===== config.mk =====
export PLATFORM = sky130hd
export DESIGN_NAME = mpdu_payload_assembler_crc32
export DESIGN_NICKNAME = d
export VERILOG_FILES = /design/src/design/mpa_pkg.sv /design/src/design/mpa_front.sv /design/src/design/mpa_queue.sv /design/src/design/mpa_back.sv /design/src/design/mpdu_payload_assembler_crc32.sv
export VERILOG_INCLUDE_DIRS = /design/src /design/src/design
export SDC_FILE = /design/constraint.sdc
export NUM_CORES = 1
export LEC_CHECK = 0
export BUFFER_PORTS_ARGS = -buffer_cell sky130_fd_sc_hd__buf_2
export CORE_MARGIN = 8
export CORE_UTILIZATION = 30
export CTS_CLUSTER_SIZE = 28
export DETAILED_ROUTE_END_ITERATION = 7
export GPL_ROUTABILITY_DRIVEN = 0
export PLACE_DENSITY = 0.55
export SLEW_MARGIN = 10
export SYNTH_ARGS = -nofsm -noshare
export SYNTH_HDL_FRONTEND = slang
export SYNTH_SLANG_ARGS = --single-unit

===== constraint.sdc =====
create_clock -name clk_i -period 10.1 [get_ports clk_i]
set_input_delay 1.01 -clock clk_i [delete_from_list [all_inputs] [get_ports clk_i]]
set_output_delay 1.01 -clock clk_i [all_outputs]
set_load 0.02 [all_outputs]

===== src/design/mpdu_payload_assembler_crc32_assert.svh =====
// assertion macros shared by the assembler modules
// expects clk_i and rst_ni in the scope of each use
`ifndef MPDU_PAYLOAD_ASSEMBLER_CRC32_ASSERT_SVH
`define MPDU_PAYLOAD_ASSEMBLER_CRC32_ASSERT_SVH
`ifndef SYNTHESIS
// checked only while out of reset
`define MPA_ASSERT(name, prop, msg) \
  name: assert property (@(posedge clk_i) disable iff (!rst_ni) prop) else $error(msg);
// checked at every edge, reset included
`define MPA_ASSERT_ALWAYS(name, prop, msg) \
  name: assert property (@(posedge clk_i) prop) else $error(msg);
`else
`define MPA_ASSERT(name, prop, msg)
`define MPA_ASSERT_ALWAYS(name, prop, msg)
`endif
`endif


===== src/design/mpa_pkg.sv =====
// types, constants and the crc byte update for the pdu payload assembler
// no dependencies
package mpa_pkg;

  localparam logic [6:0]  MAX_DATA_BLOCKS = 7'd127;
  localparam logic [31:0] CRC_POLY        = 32'h04C11DB7;
  localparam logic [31:0] CRC_XOR_OUT     = 32'hFFFFFFFF;
  localparam logic [4:0]  FMT_RATE34      = 5'h16;
  localparam logic [4:0]  FMT_TRUNK_A     = 5'h15;
  localparam logic [4:0]  FMT_TRUNK_B     = 5'h17;
  localparam logic [5:0]  SAP_TRUNK       = 6'h3D;
  localparam logic [5:0]  SAP_LONG_A      = 6'd61;
  localparam logic [5:0]  SAP_LONG_B      = 6'd63;
  localparam logic [6:0]  LONG_LIMIT      = 7'd10;
  localparam logic [6:0]  LONG_KEEP       = 7'd3;

  // byte positions
  localparam logic [4:0] HDR_POS_FMT   = 5'd0;
  localparam logic [4:0] HDR_POS_SAP   = 5'd1;
  localparam logic [4:0] HDR_POS_COUNT = 5'd6;
  localparam logic [4:0] HDR_POS_LAST  = 5'd11;
  localparam logic [4:0] R12_POS_LAST  = 5'd11;
  localparam logic [4:0] R34_POS_LAST  = 5'd17;
  localparam logic [4:0] R34_POS_SEQ   = 5'd0;
  localparam logic [4:0] R34_POS_SKIP  = 5'd1;
  localparam logic [2:0] TAIL_FULL     = 3'd4;

  // queue between front and back
  localparam int QDEPTH = 2;
  localparam int QPW    = (QDEPTH > 1) ? $clog2(QDEPTH) : 1;
  localparam int QCW    = $clog2(QDEPTH + 1);

  typedef struct packed {
    logic [7:0] data_byte;
    logic       start_req;
  } in_t;

  typedef struct packed {
    logic [7:0] payload_byte;
    logic       in_header;
    logic [6:0] block_number;
    logic [6:0] block_seq;
    logic       last;
    logic       crc_ok;
    logic       trunking;
    logic       rate34;
  } out_t;

  // classified item handed from front to back
  typedef struct packed {
    logic [7:0] data_byte;
    logic       in_header;
    logic [6:0] block_number;
    logic [6:0] block_seq;
    logic       last;
    logic       trunking;
    logic       rate34;
    logic       truncated;
  } rec_t;

  // msb-first crc-32 over one byte
  function automatic logic [31:0] crc32_byte(input logic [31:0] c, input logic [7:0] b);
    logic [31:0] r;
    logic        fb;
    r = c;
    for (int i = 7; i >= 0; i--) begin
      fb = r[31] ^ b[i];
      r  = {r[30:0], 1'b0};
      if (fb) begin
        r = r ^ CRC_POLY;
      end
    end
    return r;
  endfunction

endpackage


===== src/design/mpa_front.sv =====
// front end: tracks header and block framing, classifies each byte
// depends on mpa_pkg
module mpa_front (
  input  logic             clk_i,
  input  logic             rst_ni,
  input  logic             in_valid_i,
  input  mpa_pkg::in_t     in_i,
  input  logic             q_full_i,
  output logic             in_stall_o,
  output logic             push_o,
  output mpa_pkg::rec_t    rec_o
);

  logic [4:0] bib_q, bib_d;
  logic [6:0] blk_q, blk_d;
  logic [6:0] total_q, total_d;
  logic [4:0] fmt_q, fmt_d;
  logic [5:0] sap_q, sap_d;
  logic       r34_q, r34_d;
  logic       trunc_q, trunc_d;
  logic [6:0] seq_q, seq_d;
  logic       busy_q, busy_d;

  logic       acc, start;
  logic [7:0] b;
  logic [4:0] bib_e;
  logic [6:0] blk_e, total_e, collect;
  logic [4:0] fmt_e;
  logic [5:0] sap_e;
  logic       r34_e, trunc_e, busy_e, emit, hdr, last;
  logic [6:0] seq_e, seq_out, raw;
  logic [4:0] last_pos;

  assign in_stall_o = q_full_i;
  assign acc   = in_valid_i & ~q_full_i;
  assign start = in_i.start_req;
  assign b     = in_i.data_byte;

  always_comb begin
    // a start byte sees cleared state
    bib_e   = start ? '0 : bib_q;
    blk_e   = start ? '0 : blk_q;
    total_e = start ? '0 : total_q;
    fmt_e   = start ? '0 : fmt_q;
    sap_e   = start ? '0 : sap_q;
    r34_e   = start ? 1'b0 : r34_q;
    trunc_e = start ? 1'b0 : trunc_q;
    seq_e   = start ? '0 : seq_q;
    busy_e  = start | busy_q;

    bib_d   = bib_e;
    blk_d   = blk_e;
    total_d = total_e;
    fmt_d   = fmt_e;
    sap_d   = sap_e;
    r34_d   = r34_e;
    trunc_d = trunc_e;
    seq_d   = seq_e;
    busy_d  = busy_e;

    emit     = 1'b1;
    hdr      = 1'b0;
    last     = 1'b0;
    raw      = b[6:0];
    last_pos = r34_e ? mpa_pkg::R34_POS_LAST : mpa_pkg::R12_POS_LAST;
    collect  = (trunc_e && (total_e > mpa_pkg::LONG_KEEP)) ? mpa_pkg::LONG_KEEP : total_e;

    if (blk_e == '0) begin
      hdr = 1'b1;
      if (bib_e == mpa_pkg::HDR_POS_FMT) begin
        fmt_d = b[4:0];
        r34_d = b[6] && (b[4:0] == mpa_pkg::FMT_RATE34);
      end else if (bib_e == mpa_pkg::HDR_POS_SAP) begin
        sap_d = b[5:0];
      end else if (bib_e == mpa_pkg::HDR_POS_COUNT) begin
        total_d = (raw > mpa_pkg::MAX_DATA_BLOCKS) ? mpa_pkg::MAX_DATA_BLOCKS : raw;
        trunc_d = ((sap_e == mpa_pkg::SAP_LONG_A) || (sap_e == mpa_pkg::SAP_LONG_B))
                  && (raw > mpa_pkg::LONG_LIMIT);
      end
      if (bib_e == mpa_pkg::HDR_POS_LAST) begin
        bib_d = '0;
        if (total_d == '0) begin
          last   = 1'b1;
          busy_d = 1'b0;
        end else begin
          blk_d = 7'd1;
        end
      end else begin
        bib_d = bib_e + 5'd1;
      end
    end else begin
      if (r34_e && (bib_e == mpa_pkg::R34_POS_SEQ)) begin
        seq_d = b[7:1];
        emit  = 1'b0;
      end else if (r34_e && (bib_e == mpa_pkg::R34_POS_SKIP)) begin
        emit = 1'b0;
      end
      if (bib_e == last_pos) begin
        bib_d = '0;
        if (blk_e >= collect) begin
          last   = 1'b1;
          busy_d = 1'b0;
        end else begin
          blk_d = blk_e + 7'd1;
        end
      end else begin
        bib_d = bib_e + 5'd1;
      end
    end

    seq_out = r34_d ? seq_d : '0;
    if (hdr) begin
      seq_out = '0;
    end
  end

  assign push_o = acc & busy_e & emit;

  always_comb begin
    rec_o.data_byte    = b;
    rec_o.in_header    = hdr;
    rec_o.block_number = blk_e;
    rec_o.block_seq    = seq_out;
    rec_o.last         = last;
    rec_o.trunking     = (sap_d == mpa_pkg::SAP_TRUNK) &&
                         ((fmt_d == mpa_pkg::FMT_TRUNK_A) || (fmt_d == mpa_pkg::FMT_TRUNK_B));
    rec_o.rate34       = r34_d;
    rec_o.truncated    = trunc_d;
  end

  always_ff @(posedge clk_i or negedge rst_ni) begin
    if (!rst_ni) begin
      bib_q   <= '0;
      blk_q   <= '0;
      total_q <= '0;
      fmt_q   <= '0;
      sap_q   <= '0;
      r34_q   <= 1'b0;
      trunc_q <= 1'b0;
      seq_q   <= '0;
      busy_q  <= 1'b0;
    end else if (acc && busy_e) begin
      bib_q   <= bib_d;
      blk_q   <= blk_d;
      total_q <= total_d;
      fmt_q   <= fmt_d;
      sap_q   <= sap_d;
      r34_q   <= r34_d;
      trunc_q <= trunc_d;
      seq_q   <= seq_d;
      busy_q  <= busy_d;
    end
  end

endmodule


===== src/design/mpa_queue.sv =====
// short queue of classified items between front and back
// depends on mpa_pkg and the assertion header
`include "mpdu_payload_assembler_crc32_assert.svh"
module mpa_queue (
  input  logic             clk_i,
  input  logic             rst_ni,
  input  logic             push_i,
  input  mpa_pkg::rec_t    rec_i,
  input  logic             pop_i,
  output logic             full_o,
  output logic             empty_o,
  output mpa_pkg::rec_t    rec_o
);

  mpa_pkg::rec_t                 mem_q [mpa_pkg::QDEPTH];
  logic [mpa_pkg::QPW-1:0]       wp_q, rp_q;
  logic [mpa_pkg::QCW-1:0]       count_q;

  assign full_o  = (count_q == mpa_pkg::QCW'(mpa_pkg::QDEPTH));
  assign empty_o = (count_q == '0);
  assign rec_o   = mem_q[rp_q];

  always_ff @(posedge clk_i) begin
    if (push_i) begin
      mem_q[wp_q] <= rec_i;
    end
  end

  always_ff @(posedge clk_i or negedge rst_ni) begin
    if (!rst_ni) begin
      wp_q    <= '0;
      rp_q    <= '0;
      count_q <= '0;
    end else begin
      if (push_i) begin
        wp_q <= (wp_q == mpa_pkg::QPW'(mpa_pkg::QDEPTH - 1)) ? '0 : wp_q + 1'b1;
      end
      if (pop_i) begin
        rp_q <= (rp_q == mpa_pkg::QPW'(mpa_pkg::QDEPTH - 1)) ? '0 : rp_q + 1'b1;
      end
      case ({push_i, pop_i})
        2'b10:   count_q <= count_q + mpa_pkg::QCW'(1);
        2'b01:   count_q <= count_q - mpa_pkg::QCW'(1);
        default: count_q <= count_q;
      endcase
    end
  end

  `MPA_ASSERT(a_no_pop_empty, pop_i |-> !empty_o, "queue popped while empty")
  `MPA_ASSERT(a_no_push_full, push_i |-> !full_o, "queue pushed while full")
  `MPA_ASSERT_ALWAYS(a_reset_empty, !rst_ni |=> (count_q == '0), "queue not empty in reset")

endmodule


===== src/design/mpa_back.sv =====
// back end: crc-32 over the payload, tail compare and the output register
// depends on mpa_pkg and the assertion header
`include "mpdu_payload_assembler_crc32_assert.svh"
module mpa_back (
  input  logic             clk_i,
  input  logic             rst_ni,
  input  logic             q_empty_i,
  input  mpa_pkg::rec_t    rec_i,
  output logic             pop_o,
  input  logic             out_stall_i,
  output logic             out_valid_o,
  output mpa_pkg::out_t    out_o
);

  logic [31:0]   crc_q, crc_d;
  logic [31:0]   tail_q, tail_d;
  logic [2:0]    cnt_q, cnt_d;
  logic          valid_q;
  mpa_pkg::out_t out_q, out_d;
  logic          ok;

  assign pop_o = ~q_empty_i & (~valid_q | ~out_stall_i);

  always_comb begin
    crc_d  = crc_q;
    tail_d = tail_q;
    cnt_d  = cnt_q;
    if (rec_i.in_header) begin
      crc_d  = '0;
      tail_d = '0;
      cnt_d  = '0;
    end else begin
      // the four newest bytes wait in the tail until a later byte pushes them out
      if (cnt_q >= mpa_pkg::TAIL_FULL) begin
        crc_d = mpa_pkg::crc32_byte(crc_q, tail_q[31:24]);
      end else begin
        cnt_d = cnt_q + 3'd1;
      end
      tail_d = {tail_q[23:0], rec_i.data_byte};
    end
    ok = rec_i.in_header ? 1'b1 :
         (!rec_i.truncated && (cnt_d >= mpa_pkg::TAIL_FULL) &&
          (tail_d == (crc_d ^ mpa_pkg::CRC_XOR_OUT)));

    out_d.payload_byte = rec_i.data_byte;
    out_d.in_header    = rec_i.in_header;
    out_d.block_number = rec_i.block_number;
    out_d.block_seq    = rec_i.block_seq;
    out_d.last         = rec_i.last;
    out_d.crc_ok       = rec_i.last & ok;
    out_d.trunking     = rec_i.trunking;
    out_d.rate34       = rec_i.rate34;
  end

  always_ff @(posedge clk_i or negedge rst_ni) begin
    if (!rst_ni) begin
      crc_q   <= '0;
      tail_q  <= '0;
      cnt_q   <= '0;
      valid_q <= 1'b0;
    end else begin
      if (pop_o) begin
        crc_q   <= crc_d;
        tail_q  <= tail_d;
        cnt_q   <= cnt_d;
        valid_q <= 1'b1;
      end else if (!out_stall_i) begin
        valid_q <= 1'b0;
      end
    end
  end

  always_ff @(posedge clk_i) begin
    if (pop_o) begin
      out_q <= out_d;
    end
  end

  assign out_valid_o = valid_q;
  assign out_o       = out_q;

  `MPA_ASSERT(a_ok_only_last, valid_q |-> (!out_q.crc_ok || out_q.last),
              "crc_ok set on a byte that is not last")
  `MPA_ASSERT(a_tail_bound, cnt_q <= mpa_pkg::TAIL_FULL, "tail count beyond four")
  `MPA_ASSERT(a_hdr_clears, (pop_o && rec_i.in_header) |=> (crc_q == '0 && cnt_q == '0),
              "crc state not cleared by header item")

endmodule


===== src/design/mpdu_payload_assembler_crc32.sv =====
// top level of the multi-block pdu payload assembler with crc-32 check
// depends on mpa_pkg, mpa_front, mpa_queue and mpa_back
//
// usage:
//   input channel (in_valid_i, in_stall_o, in_i) carries one decoded pdu byte per
//   item, header first; start_req marks header byte 0 and restarts assembly.
//   output channel (out_valid_o, out_stall_i, out_o) carries one forwarded byte per
//   item with header flag, block number, rate 3/4 sequence, last and crc_ok.
//   bytes outside a pdu and the two rate 3/4 block-header bytes give no item.
// path: an accepted byte is written into the queue, then into the output register.
// throughput: one byte per cycle while in_stall_o is low; the byte-wide crc update in
//   the back end and the framing counters in the front end each update once per byte.
// the front end and the back end are parted by a two-entry queue; in_stall_o rises
//   only when that queue is full, so the front keeps taking bytes while a result
//   waits in the output register under out_stall_i.
// a stalled result holds its value until taken.
// reset clears framing state, the queue and the output valid; no pdu is in progress
//   afterwards, so bytes are ignored until one with start_req arrives.
module mpdu_payload_assembler_crc32 (
  input  logic             clk_i,
  input  logic             rst_ni,
  input  logic             in_valid_i,
  output logic             in_stall_o,
  input  mpa_pkg::in_t     in_i,
  output logic             out_valid_o,
  input  logic             out_stall_i,
  output mpa_pkg::out_t    out_o
);

  logic          push, pop, q_full, q_empty;
  mpa_pkg::rec_t rec_in, rec_out;

  mpa_front u_front (
    .clk_i      (clk_i),
    .rst_ni     (rst_ni),
    .in_valid_i (in_valid_i),
    .in_i       (in_i),
    .q_full_i   (q_full),
    .in_stall_o (in_stall_o),
    .push_o     (push),
    .rec_o      (rec_in)
  );

  mpa_queue u_queue (
    .clk_i   (clk_i),
    .rst_ni  (rst_ni),
    .push_i  (push),
    .rec_i   (rec_in),
    .pop_i   (pop),
    .full_o  (q_full),
    .empty_o (q_empty),
    .rec_o   (rec_out)
  );

  mpa_back u_back (
    .clk_i       (clk_i),
    .rst_ni      (rst_ni),
    .q_empty_i   (q_empty),
    .rec_i       (rec_out),
    .pop_o       (pop),
    .out_stall_i (out_stall_i),
    .out_valid_o (out_valid_o),
    .out_o       (out_o)
  );

endmodule

Yosys cells after proc, flatten, opt, wreduce, memory -nomap -nowiden
Memory sizes are Yosys's and may differ from the RTL's.
Cells that the tools add are included.
{"block": "classes", "add_sub_neg": 7, "order_cmp": 6, "n_eq_ne": 15, "muxes": 88, "n_bitwise": 28, "n_reduce_logical": 17}
{"op": "32-bit two-way mux", "count": 17}
{"op": "27-bit two-way mux", "count": 8}
{"op": "7-bit two-way mux", "count": 19}
{"op": "14-bit inverter", "count": 8}
{"op": "5-bit two-way mux", "count": 8}
{"op": "32-bit == test", "count": 1}
{"op": "32-bit inverter", "count": 1}
{"op": "1-bit two-way mux", "count": 29}
{"op": "6-bit two-way mux", "count": 4}
{"op": "6-bit == test, second input constant", "count": 3}
{"op": "5-bit == test, second input constant", "count": 3}
{"op": "7-bit logical NOT", "count": 2}
{"op": "1-bit logical AND", "count": 9}
{"op": "1-bit XOR", "count": 8}
{"op": "7-bit by 1-bit adder with 7-bit output, second input constant", "count": 1}
{"op": "7-bit greater-or-equal comparator", "count": 1}
{"op": "7-bit by 2-bit > comparator with 1-bit output, second input constant", "count": 1}
{"op": "7-bit by 4-bit > comparator with 1-bit output, second input constant", "count": 1}
{"op": "7-bit > comparator, second input constant", "count": 1}
{"op": "3-bit greater-or-equal comparator, second input constant", "count": 2}
{"op": "3-bit two-way mux", "count": 2}
{"op": "5-bit by 1-bit adder with 5-bit output, second input constant", "count": 1}
{"op": "1-bit bitwise AND", "count": 5}
{"op": "5-bit by 1-bit == test with 1-bit output, second input constant", "count": 1}
{"op": "other kinds (18)", "count": 25}
{"block": "word_totals", "regBits": 139, "ram_bits": 54, "inputBits": 13, "output_inout_bits": 29, "elab_cells": 186, "n_memories": 1}
{"memory": "u_queue.mem_q", "words": 2, "word_bits": 27, "rd": 1, "rd_ports_with_merged_regs": 0, "wr": 1, "line_no": "mpa_queue.sv:15", "text": "mpa_pkg::rec_t mem_q [mpa_pkg::QDEPTH];"}

Longest topological paths before layout
Gate-level depths: netlist of run 1.
{"block": "depth", "ltp_word": 37, "ltp_mapped": 15, "mapped_depth_nobuf": 14}

Hierarchy
From an unflattened synthesis of run 1, not the netlist that was laid out.
{"block": "hier_totals", "hier_cells": 937, "hier_area_um2": 10581.4}
{"mod": "mpa_back", "instances": 1, "cells_per_inst": 544, "area_each_um2": 5719.2, "seq_area_each_um2": 2512.4}
{"mod": "mpa_front", "instances": 1, "cells_per_inst": 293, "area_each_um2": 2630.0, "seq_area_each_um2": 975.9}
{"mod": "mpa_queue", "instances": 1, "cells_per_inst": 100, "area_each_um2": 2232.1, "seq_area_each_um2": 1721.7}

Worst setup path before layout of run 1
No wires, ideal clock.
{"block": "synth_path", "path_type": "input -> register", "from": "input port in_i[0] in the netlist's numbering", "to": "memory u_queue.mem_q[0][0] in the netlist's numbering, enable pin", "setup_time_ns": 0.411, "arrival_time_ns": 3.599, "t_required_ns": 9.689, "path_slack_ns": 6.090, "path_stages": 8, "n_path_buf": 2, "path_cell_list": "clkbuf_1 -> clkbuf_1 -> nand2b_1 -> ha_1 -> o21ai_1 -> nand2_1 -> o21ai_0 -> nor2_1"}
{"block": "synth_between", "elab_chain_len": 9, "elab_cells_between_ends": 16}
{"item": "from (decl)", "line_no": "mpdu_payload_assembler_crc32.sv:24", "text": "input mpa_pkg::in_t in_i,"}
{"item": "5-bit two-way mux", "line_no": "mpa_front.sv:41", "text": "bib_e = start ? '0 : bib_q;"}
{"item": "5-bit by 1-bit == test with 1-bit output", "line_no": "mpa_front.sv:95", "text": "end else if (r34_e && (bib_e == mpa_pkg::R34_POS_SKIP)) begin"}
{"item": "1-bit logical AND", "line_no": "mpa_front.sv:95"}
{"item": "1-bit two-way mux", "line_no": "mpa_front.sv:95"}
{"item": "1-bit two-way mux", "line_no": "mpa_front.sv:92", "text": "if (r34_e && (bib_e == mpa_pkg::R34_POS_SEQ)) begin"}
{"item": "1-bit two-way mux", "line_no": "mpa_front.sv:68", "text": "if (blk_e == '0) begin"}
{"item": "1-bit bitwise AND *", "line_no": "mpa_front.sv:117", "text": "assign push_o = acc & busy_e & emit;"}
{"item": "1-bit two-way mux *", "line_no": "mpa_queue.sv:24", "text": "if (push_i) begin"}
{"item": "1-bit two-way mux (implied by the code) *", "line_no": "mpa_queue.sv:25", "text": "mem_q[wp_q] <= rec_i;"}
{"item": "to (decl)", "line_no": "mpa_queue.sv:15"}
Every way passes the cells marked *; elsewhere a longest branch is shown, timed or not.

Final worst setup path of run 1
{"block": "layout_path", "from": "input port in_i[0] in the netlist's numbering", "to": "register u_front.blk_q[6]"}
{"block": "layout_between", "elab_chain_len": 10, "elab_cells_between_ends": 29}
{"item": "branches (longest 10 deep; another with 7-bit by 2-bit > comparator with 1-bit output)"}
{"item": "to (signal assigned)", "line_no": "mpa_front.sv:144", "text": "blk_q <= blk_d;"}
{"item": "to (decl)", "line_no": "mpa_front.sv:15", "text": "logic [6:0] blk_q, blk_d;"}
Several ways; the timed one is not identified. The select of a mux whose other input is x is not followed.
A chain may end at the register's enable or synchronous reset.

==> results of run 1 <==
[power groups by stage]
stage / combinational [mW] / sequential, mW / clock (mW)
6_report: 0.518 / 1.01 / 0.725
5_1_grt: 0.566 / 1.03 / 0.773
4_1_cts: 0.531 / 1.02 / 0.743
3_5_place_dp: 0.528 / 1.03 / 0
3_3_place_gp: 0.527 / 1.03 / 0
2_1_floorplan: 0.290 / 1.08 / 0
[cell families (layout without fill, tap and decap cells)]
logic type	Yosys count	count (layout)	share of synthesized area (%)
buffers and inverters	67	113	2.843
multiplexers	47	47	5.151
adder cells (fa/ha/maj)	16	16	2.040
XOR/XNOR	93	93	12.01
flip-flops	192	192	53.09
AND/OR/NAND/NOR	203	203	9.907
AO/OA/AOI/OAI	201	201	14.96
[worst max-delay path: cells and delay by family]
kind | cells | cell delay (ns)
compound gates | 9 | 1.93
buf+inv | 1 | 0.54
simple gates | 3 | 0.37
fa+ha+maj | 1 | 0.30
[path summary, 6_finish.rpt]
check,startpoint,endpoint,depth (start not counted)
max reg2reg,u_queue.rp_q$_DFFE_PN0P_,u_back.out_o[2]$_DFFE_PP_,11
min in group asynchronous,rst_ni,u_queue.count_q[0]$_DFFE_PN0P_,1
min reg2reg,u_front.sap_q[4]$_DFFE_PN0P_,u_front.sap_q[4]$_DFFE_PN0P_,1
min,u_front.sap_q[4]$_DFFE_PN0P_,u_front.sap_q[4]$_DFFE_PN0P_,1
max in group asynchronous,rst_ni,u_back.tail_q[29]$_DFFE_PN0P_,2
max,in_i[0],u_front.blk_q[6]$_DFFE_PN0P_,14
[layout by cell type (no fill, tap or decap), types with 7 or more instances in the layout]
master / n
mux2i_1: 22
o21ai_0: 40
nor2_1: 39
buf_4: 12
a21oi_1: 24
xor2_1: 17
mux2_2: 24
nor3_1: 13
nor3b_1: 8
xnor3_1: 9
inv_8: 8
o31ai_1: 7
xnor2_2: 8
dfrtp_1: 111
xnor2_1: 48
clkbuf_16: 17
edfxtp_1: 81
nand3_1: 12
buf_2: 40
nand2_1: 83
ha_1: 16
a22o_1: 69
nand2b_1: 7
nor2b_1: 11
inv_1: 28
[per-stage QoR]
stage | setup WS (ns) | std cells
6_report | 6.298 | 1307
5_1_grt | 6.011 | 1307
4_1_cts | 6.300 | 1307
3_5_place_dp | 5.817 | 1275
3_3_place_gp | 5.839 | 1275
2_1_floorplan | 6.090 | 819
[routing by layer]
layer  GRT usage [%]  vias up  wire (um)
met3           2.217       30       1099
met2           20.92      157      11970
met4           3.622        0        345
met5               0        -          0
met1           18.00     3291      11480
li1                -     3073          -
[cell type report]
cell class,count,area [um2]
Fill cell,3249,21230
Sequential cell,192,5210
Multi-Input combinational cell,560,4344
Tap cell,442,553.0
Clock buffer,17,425.4
Timing Repair Buffer,52,290.3
Clock inverter,15,210.2
Inverter,29,108.9
[registers in the layout (all words and copies together) (netlist names), 5 cells and up]
| register | count |
|---|---|
| u_front.total_q | 7 |
| u_back.tail_q | 32 |
| u_front.sap_q | 6 |
| u_back.crc_q | 32 |
| u_back.out_o | 27 |
| u_front.seq_q | 7 |
| u_front.bib_q | 5 |
| u_front.blk_q | 7 |
| u_queue.mem_q | 54 |
==> results.json, run 1 <==
{
  "setup-violations-final": 0,
  "ys_warn_count": 0,
  "fp.dieH_um": 196.9,
  "die_w_um": 196.9,
  "critPathKind": "input pin to flip-flop",
  "synth_area_leader_cell": "dfrtp_1",
  "final-max-slew-violation-count": 0,
  "finalCriticalPeriod_ns": 3.802,
  "rows": 66,
  "antenna_cells": 0,
  "cts_setup_buffers": 0,
  "clock-sinks": 192,
  "pwr-share-comb_pct": 23.0,
  "nets": 881,
  "grt_pass1_wl_mm": 39.19,
  "synth-seq-cells": 192,
  "tns_ns": 0,
  "drtIter0Drc": 512,
  "p_sw_share_pct": 33.89,
  "clk_pin_slew_ns": 0.09,
  "critPathMaxFanout": 43,
  "start_util_pct": 30.31,
  "place_area_um2": 10510,
  "routed_via_density": 5.012,
  "fin_skew_ns": 0.01836,
  "synth_top_flop_cell": "dfrtp_1",
  "worstSkewPairLatency_ns": 0.45,
  "postCtsHoldBufs": 0,
  "critPathSlowestCell": "buf_2",
  "hold_ws_ns": 0.5007,
  "fin_area_um2": 11140,
  "grt_pass1_vias": 6462,
  "routed_wl_mm": 24.90,
  "post-dp-hpwl_mm": 17.19,
  "synth_edf_count": 81,
  "ys_top_cells_by_area": "dfrtp_1 28%, edfxtp_1 25%, a22o_1 6.2%, xnor2_1 4.3%, nand2_1 3.2%",
  "status": "complete, no violations",
  "core_area_um2": 32370,
  "synth_area_um2": 9813,
  "yosysSeqAreaShare_pct": 53.09,
  "track_usage_pct": 13.06,
  "io_pins": 42,
  "drt_first_pass_iters": 5,
  "clockBufferDepth": 2,
  "worstHoldPathType": "flip-flop to flip-flop",
  "clock_power_share_pct": 32.1,
  "ant_nets": 0,
  "postSynthAreaPerCell_um2": 11.98,
  "area_growth_pct": 13.54,
  "syn-instance-count": 819,
  "max_slew_margin_pct": 38.11,
  "grt_antenna_before_repair": 0,
  "cts_tree": "done",
  "grt_max_degree": 69,
  "htree_levels": 4,
  "synthArstFlopShare_pct": 57.81,
  "cts_buffers": 17,
  "timing.fmax_mhz": 263.0,
  "synth_fp_nets": 848,
  "end_kind": "flip-flop",
  "crit_arrival_ns": 4.14,
  "critical_path.max_stage_delay_ns": 0.54,
  "p_int_mw": 1.492,
  "leakage_nw": 4.434,
  "r2r_slack_ns": 6.39,
  "power_frac_seq_pct": 44.9,
  "maxCapViolCount": 0,
  "synthTopCellsByCount": "111 x dfrtp_1, 83 x nand2_1, 81 x edfxtp_1",
  "switchingPower_mw": 0.7651,
  "rsz0062_at_grt": "no",
  "hold_viol": 0,
  "drive_above_1_share_pct": 16.18,
  "crit_path_cell_trace": "buf_2, nor2_1, o21ai_0, a21oi_1, ha_1, nand2b_1, a21o_1, a21o_1, a21o_1, a21o_1, a21o_1, a211oi_1, nand3_1, a221o_1",
  "vias": 6551,
  "cts_root_buf": "clkbuf_16",
  "grt-ovfl-total": 0,
  "numPortBuffers": 41,
  "yosysMostFrequentCell": "dfrtp_1",
  "cp.required_ns": 10.44,
  "cp_common_cell": "a21o_1",
  "power.density_nw_per_um2": 202.6,
  "synth_cell_types": 71,
  "synth_top_area_share_pct": 28.31,
  "ctsResizeCount": 0,
  "fin_util_pct": 34.42,
  "fin_crit_sh_pct": 37.64,
  "worstMarginPinSlew_ns": 0.9284,
  "drc": 0,
  "power_mw": 2.257,
  "ir_drop_v": 0.0001251,
  "die_area_um2": 38750,
  "cp-start-kind": "input pin",
  "avgRoutedWirePerCell_um": 19.05
}
Note: power is estimated with default switching activity, not from simulation.
==> run 2: changes to the inputs <==
--- a/config.mk
+++ b/config.mk
@@ -6,13 +6,14 @@
 export SDC_FILE = /design/constraint.sdc
 export NUM_CORES = 1
 export LEC_CHECK = 0
+export ABC_AREA = 1
 export BUFFER_PORTS_ARGS = -buffer_cell sky130_fd_sc_hd__buf_2
 export CORE_MARGIN = 8
 export CORE_UTILIZATION = 30
 export CTS_CLUSTER_SIZE = 28
 export DETAILED_ROUTE_END_ITERATION = 7
 export GPL_ROUTABILITY_DRIVEN = 0
-export PLACE_DENSITY = 0.55
+export PLACE_DENSITY = 0.56
 export SLEW_MARGIN = 10
 export SYNTH_ARGS = -nofsm -noshare
 export SYNTH_HDL_FRONTEND = slang
==> constraint.sdc (replaced) <==
create_clock -name clk_i -period 3.1 [get_ports clk_i]
set_input_delay 0.31 -clock clk_i [delete_from_list [all_inputs] [get_ports clk_i]]
set_output_delay 0.31 -clock clk_i [all_outputs]
set_load 0.02 [all_outputs]
==> run 2 against run 1 <==
First-iteration DRC count increased by 28%. Flip-flop and latch count unchanged. Hold slack got worse by 0.44 ns. Count of clock-buffer cells in the layout unchanged. Area after synthesis increased by 7.5%. Cell area increased by 7.4%. Synthesized cell count increased by 67%. Sequential share of layout area decreased by 3.2 points. Sequential power increased to 3.8 times the previous value. Global-route usage increased by 1.3 points. Critical path depth increased by 3. Core utilization increased by 0.13 points. Highest routed layer unchanged.
==> results.json, run 2 <==
{
  "status": "complete, no violations",
  "synth_edf_count": 81,
  "routed_via_density": 4.870,
  "drt_first_pass_iters": 6,
  "hp-start": "in_i[8]",
  "vias": 9136,
  "tns_ns": 0,
  "numPortBuffers": 41,
  "fin_crit_sh_pct": 84.28,
  "avgRoutedWirePerCell_um": 15.59,
  "final-max-slew-violation-count": 0,
  "rsz0062_at_grt": "no",
  "r2r_slack_ns": 0.49,
  "most-common-layout-cells": "492 x nand2_1, 125 x inv_1, 118 x nand3_1",
  "cts_setup_buffers": 0,
  "critPathMaxFanout": 8,
  "core_area_um2": 34630,
  "die_w_um": 203.5,
  "power_frac_seq_pct": 35.4,
  "grt_pass1_wl_mm": 47.47,
  "worstMarginPinSlew_ns": 1.051,
  "use_met2_pct": 23.69,
  "reg2reg_depth": 17,
  "grt_antenna_before_repair": 0,
  "met1_usage_pct": 19.03,
  "ctsResizeCount": 0,
  "reg_top3": "u_queue.mem_q: 54 flops, u_back.crc_q: 32 flops, u_back.tail_q: 32 flops",
  "grt_max_degree": 61,
  "leakage_nw": 5.191,
  "clock-sinks": 192,
  "die_area_um2": 41410,
  "htree_levels": 4,
  "ant_nets": 0,
  "clock_power_share_pct": 21.4,
  "fin_area_um2": 11970,
  "power.density_nw_per_um2": 900.3,
  "setup-violations-final": 0,
  "cts_tree": "done",
  "routed_wl_mm": 29.25,
  "cp.required_ns": 3.40,
  "synth_fp_nets": 1398,
  "finalCriticalPeriod_ns": 2.613,
  "clk_pin_slew_ns": 0.09,
  "worstSkewPairLatency_ns": 0.46,
  "synth_top_flop_cell": "dfrtp_1",
  "fin_skew_ns": 0.01983,
  "io_pins": 42,
  "largest_register_ffs": 54,
  "end_kind": "flip-flop",
  "reg2reg_from": "u_back.crc_q[28]$_DFFE_PN0P_",
  "switchingPower_mw": 4.895,
  "postSynthAreaPerCell_um2": 7.705,
  "yosysMostFrequentCell": "nand2_1",
  "p_sw_share_pct": 45.45,
  "ys_warn_count": 0,
  "synth_top_area_share_pct": 26.33,
  "cts_root_buf": "clkbuf_16",
  "layout_commonest_cell": "nand2_1",
  "area_growth_pct": 13.44,
  "ys_top_cells_by_area": "dfrtp_1 26%, edfxtp_1 23%, nand2_1 18%, nand3_1 5.6%, o21ai_0 5.5%",
  "synth_area_leader_cell": "dfrtp_1",
  "max_slew_margin_pct": 29.86,
  "synth-seq-cells": 192,
  "fillers": 3621,
  "grt_pass1_vias": 8887,
  "seqCellArea_um2": 5210,
  "nets": 1437,
  "grt-ovfl-total": 0,
  "p_int_mw": 5.877,
  "timing.rr.end": "u_back.out_o[2]$_DFFE_PP_",
  "clockBufferDepth": 2,
  "start_util_pct": 30.46,
  "top_usage_layer": "met2",
  "syn-instance-count": 1369,
  "place_area_um2": 11340,
  "yosysSeqAreaShare_pct": 49.40,
  "synthTopCellsByCount": "492 x nand2_1, 126 x inv_1, 118 x nand3_1",
  "hold_viol": 0,
  "synthArstFlopShare_pct": 57.81,
  "cts_buffers": 17,
  "synth_cell_types": 37,
  "rows": 68,
  "multi_input_area_um2": 4617,
  "hold_depth": 1,
  "maxCapViolCount": 0,
  "drtIter0Drc": 657,
  "met3_usage_pct": 2.761,
  "drc": 0,
  "synth_area_um2": 10550,
  "worstHoldPathType": "input pin to flip-flop",
  "ir_drop_v": 0.0004979,
  "fp.dieH_um": 203.5,
  "post-dp-hpwl_mm": 20.83,
  "crit_arrival_ns": 2.92,
  "drive_above_1_share_pct": 10.63,
  "pwr-share-comb_pct": 43.2,
  "cp-start-kind": "flip-flop",
  "top_register": "u_queue.mem_q",
  "min_to": "u_queue.mem_q[0][26]$_DFFE_PP_",
  "timing.fmax_mhz": 382.7,
  "track_usage_pct": 14.40,
  "critPathKind": "flip-flop to flip-flop",
  "antenna_cells": 0
}
==> run 2: per-layer routing <==
layer,up-vias,share of wire (%)
met1,4328,46
met2,234,47
li1,4550,-
met3,24,5.3
met5,-,0
met4,0,1.6
==> run 2: critical path: stages (launching register included) <==
cell and delay [ns]:
dfrtp_1 0.42, inv_1 0.11, nand2_1 0.06, nand2_1 0.33
nand2_1 0.10, nand2_1 0.18, nand2_1 0.11, nand3_1 0.12
nand3_1 0.10, nand2_1 0.07, inv_1 0.03, nor2_1 0.17
nand3_1 0.14, nor2_1 0.11, nand3_1 0.13, nor2_1 0.15
nor2_1 0.05, nor2_1 0.09
==> run 2: worst max path at each step <==
stage | startpoint | to | slack (ns) | depth (start not counted)
3_5_place_dp | in_i[0] | u_front.blk_q[5]$_DFFE_PN0P_ | 0.37 | 16
3_3_place_gp | in_i[0] | u_queue.mem_q[0][0]$_DFFE_PP_ | 0.40 | 11
2_1_floorplan | in_i[0] | u_queue.mem_q[0][0]$_DFFE_PP_ | 0.15 | 8
6_report | u_back.crc_q[28]$_DFFE_PN0P_ | u_back.out_o[2]$_DFFE_PP_ | 0.49 | 17
4_1_cts | u_back.crc_q[28]$_DFFE_PN0P_ | u_back.out_o[2]$_DFFE_PP_ | 0.49 | 17
5_1_grt | u_front.total_q[4]$_DFFE_PN0P_ | u_front.blk_q[5]$_DFFE_PN0P_ | 0.11 | 14
==> run 2: power by group through the flow <==
stage	registers (mW)	clock network (mW)	logic (mW)
2_1_floorplan	4.04	0	3.01
3_3_place_gp	3.85	0	4.62
3_5_place_dp	3.86	0	4.67
4_1_cts	3.82	2.35	4.69
5_1_grt	3.90	2.45	5.24
6_report	3.81	2.31	4.66
==> run 2: repair_timing <==
| item | 4_1_cts | 5_1_grt |
|---|---|---|
| hold endpoints to repair | 45 | 0 |
| hold buffers | 1 | 0 |
| setup endpoints to repair | 0 | 0 |
==> run 2: stage by stage <==
step | cells | worst slack (ns) | power [mW] | utilization (%) | hold WS, ns
2_1_floorplan | 1369 | 0.1536 | 7.050 | - | 0.01441
3_3_place_gp | 1843 | 0.3999 | 8.473 | 32.74 | 0.4373
3_5_place_dp | 1843 | 0.3726 | 8.534 | 32.74 | 0.4318
4_1_cts | 1876 | 0.4877 | 10.85 | 34.55 | 0.03558
5_1_grt | 1876 | 0.1123 | 11.59 | 34.55 | 0.04443
6_report | 1876 | 0.4873 | 10.77 | 34.55 | 0.05678
==> run 2: cell families (layout without fill, tap and decap cells) <==
family | Yosys count | after routing | share of synthesized area [%]
buf+inv | 181 | 233 | 6.987
fa+ha+maj | 16 | 16 | 1.898
compound gates | 202 | 202 | 10.12
simple gates | 767 | 767 | 30.69
flops | 192 | 192 | 49.39
xor+xnor | 11 | 11 | 0.9134
==> run 2: area by class of cell <==
class,count,area share [%]
well taps,455,4.758
flip-flops and latches,192,43.54
clock inverters,15,1.621
multi-input cells,996,38.59
inverters,133,4.172
clock buffers,17,3.555
repair buffers,68,3.765
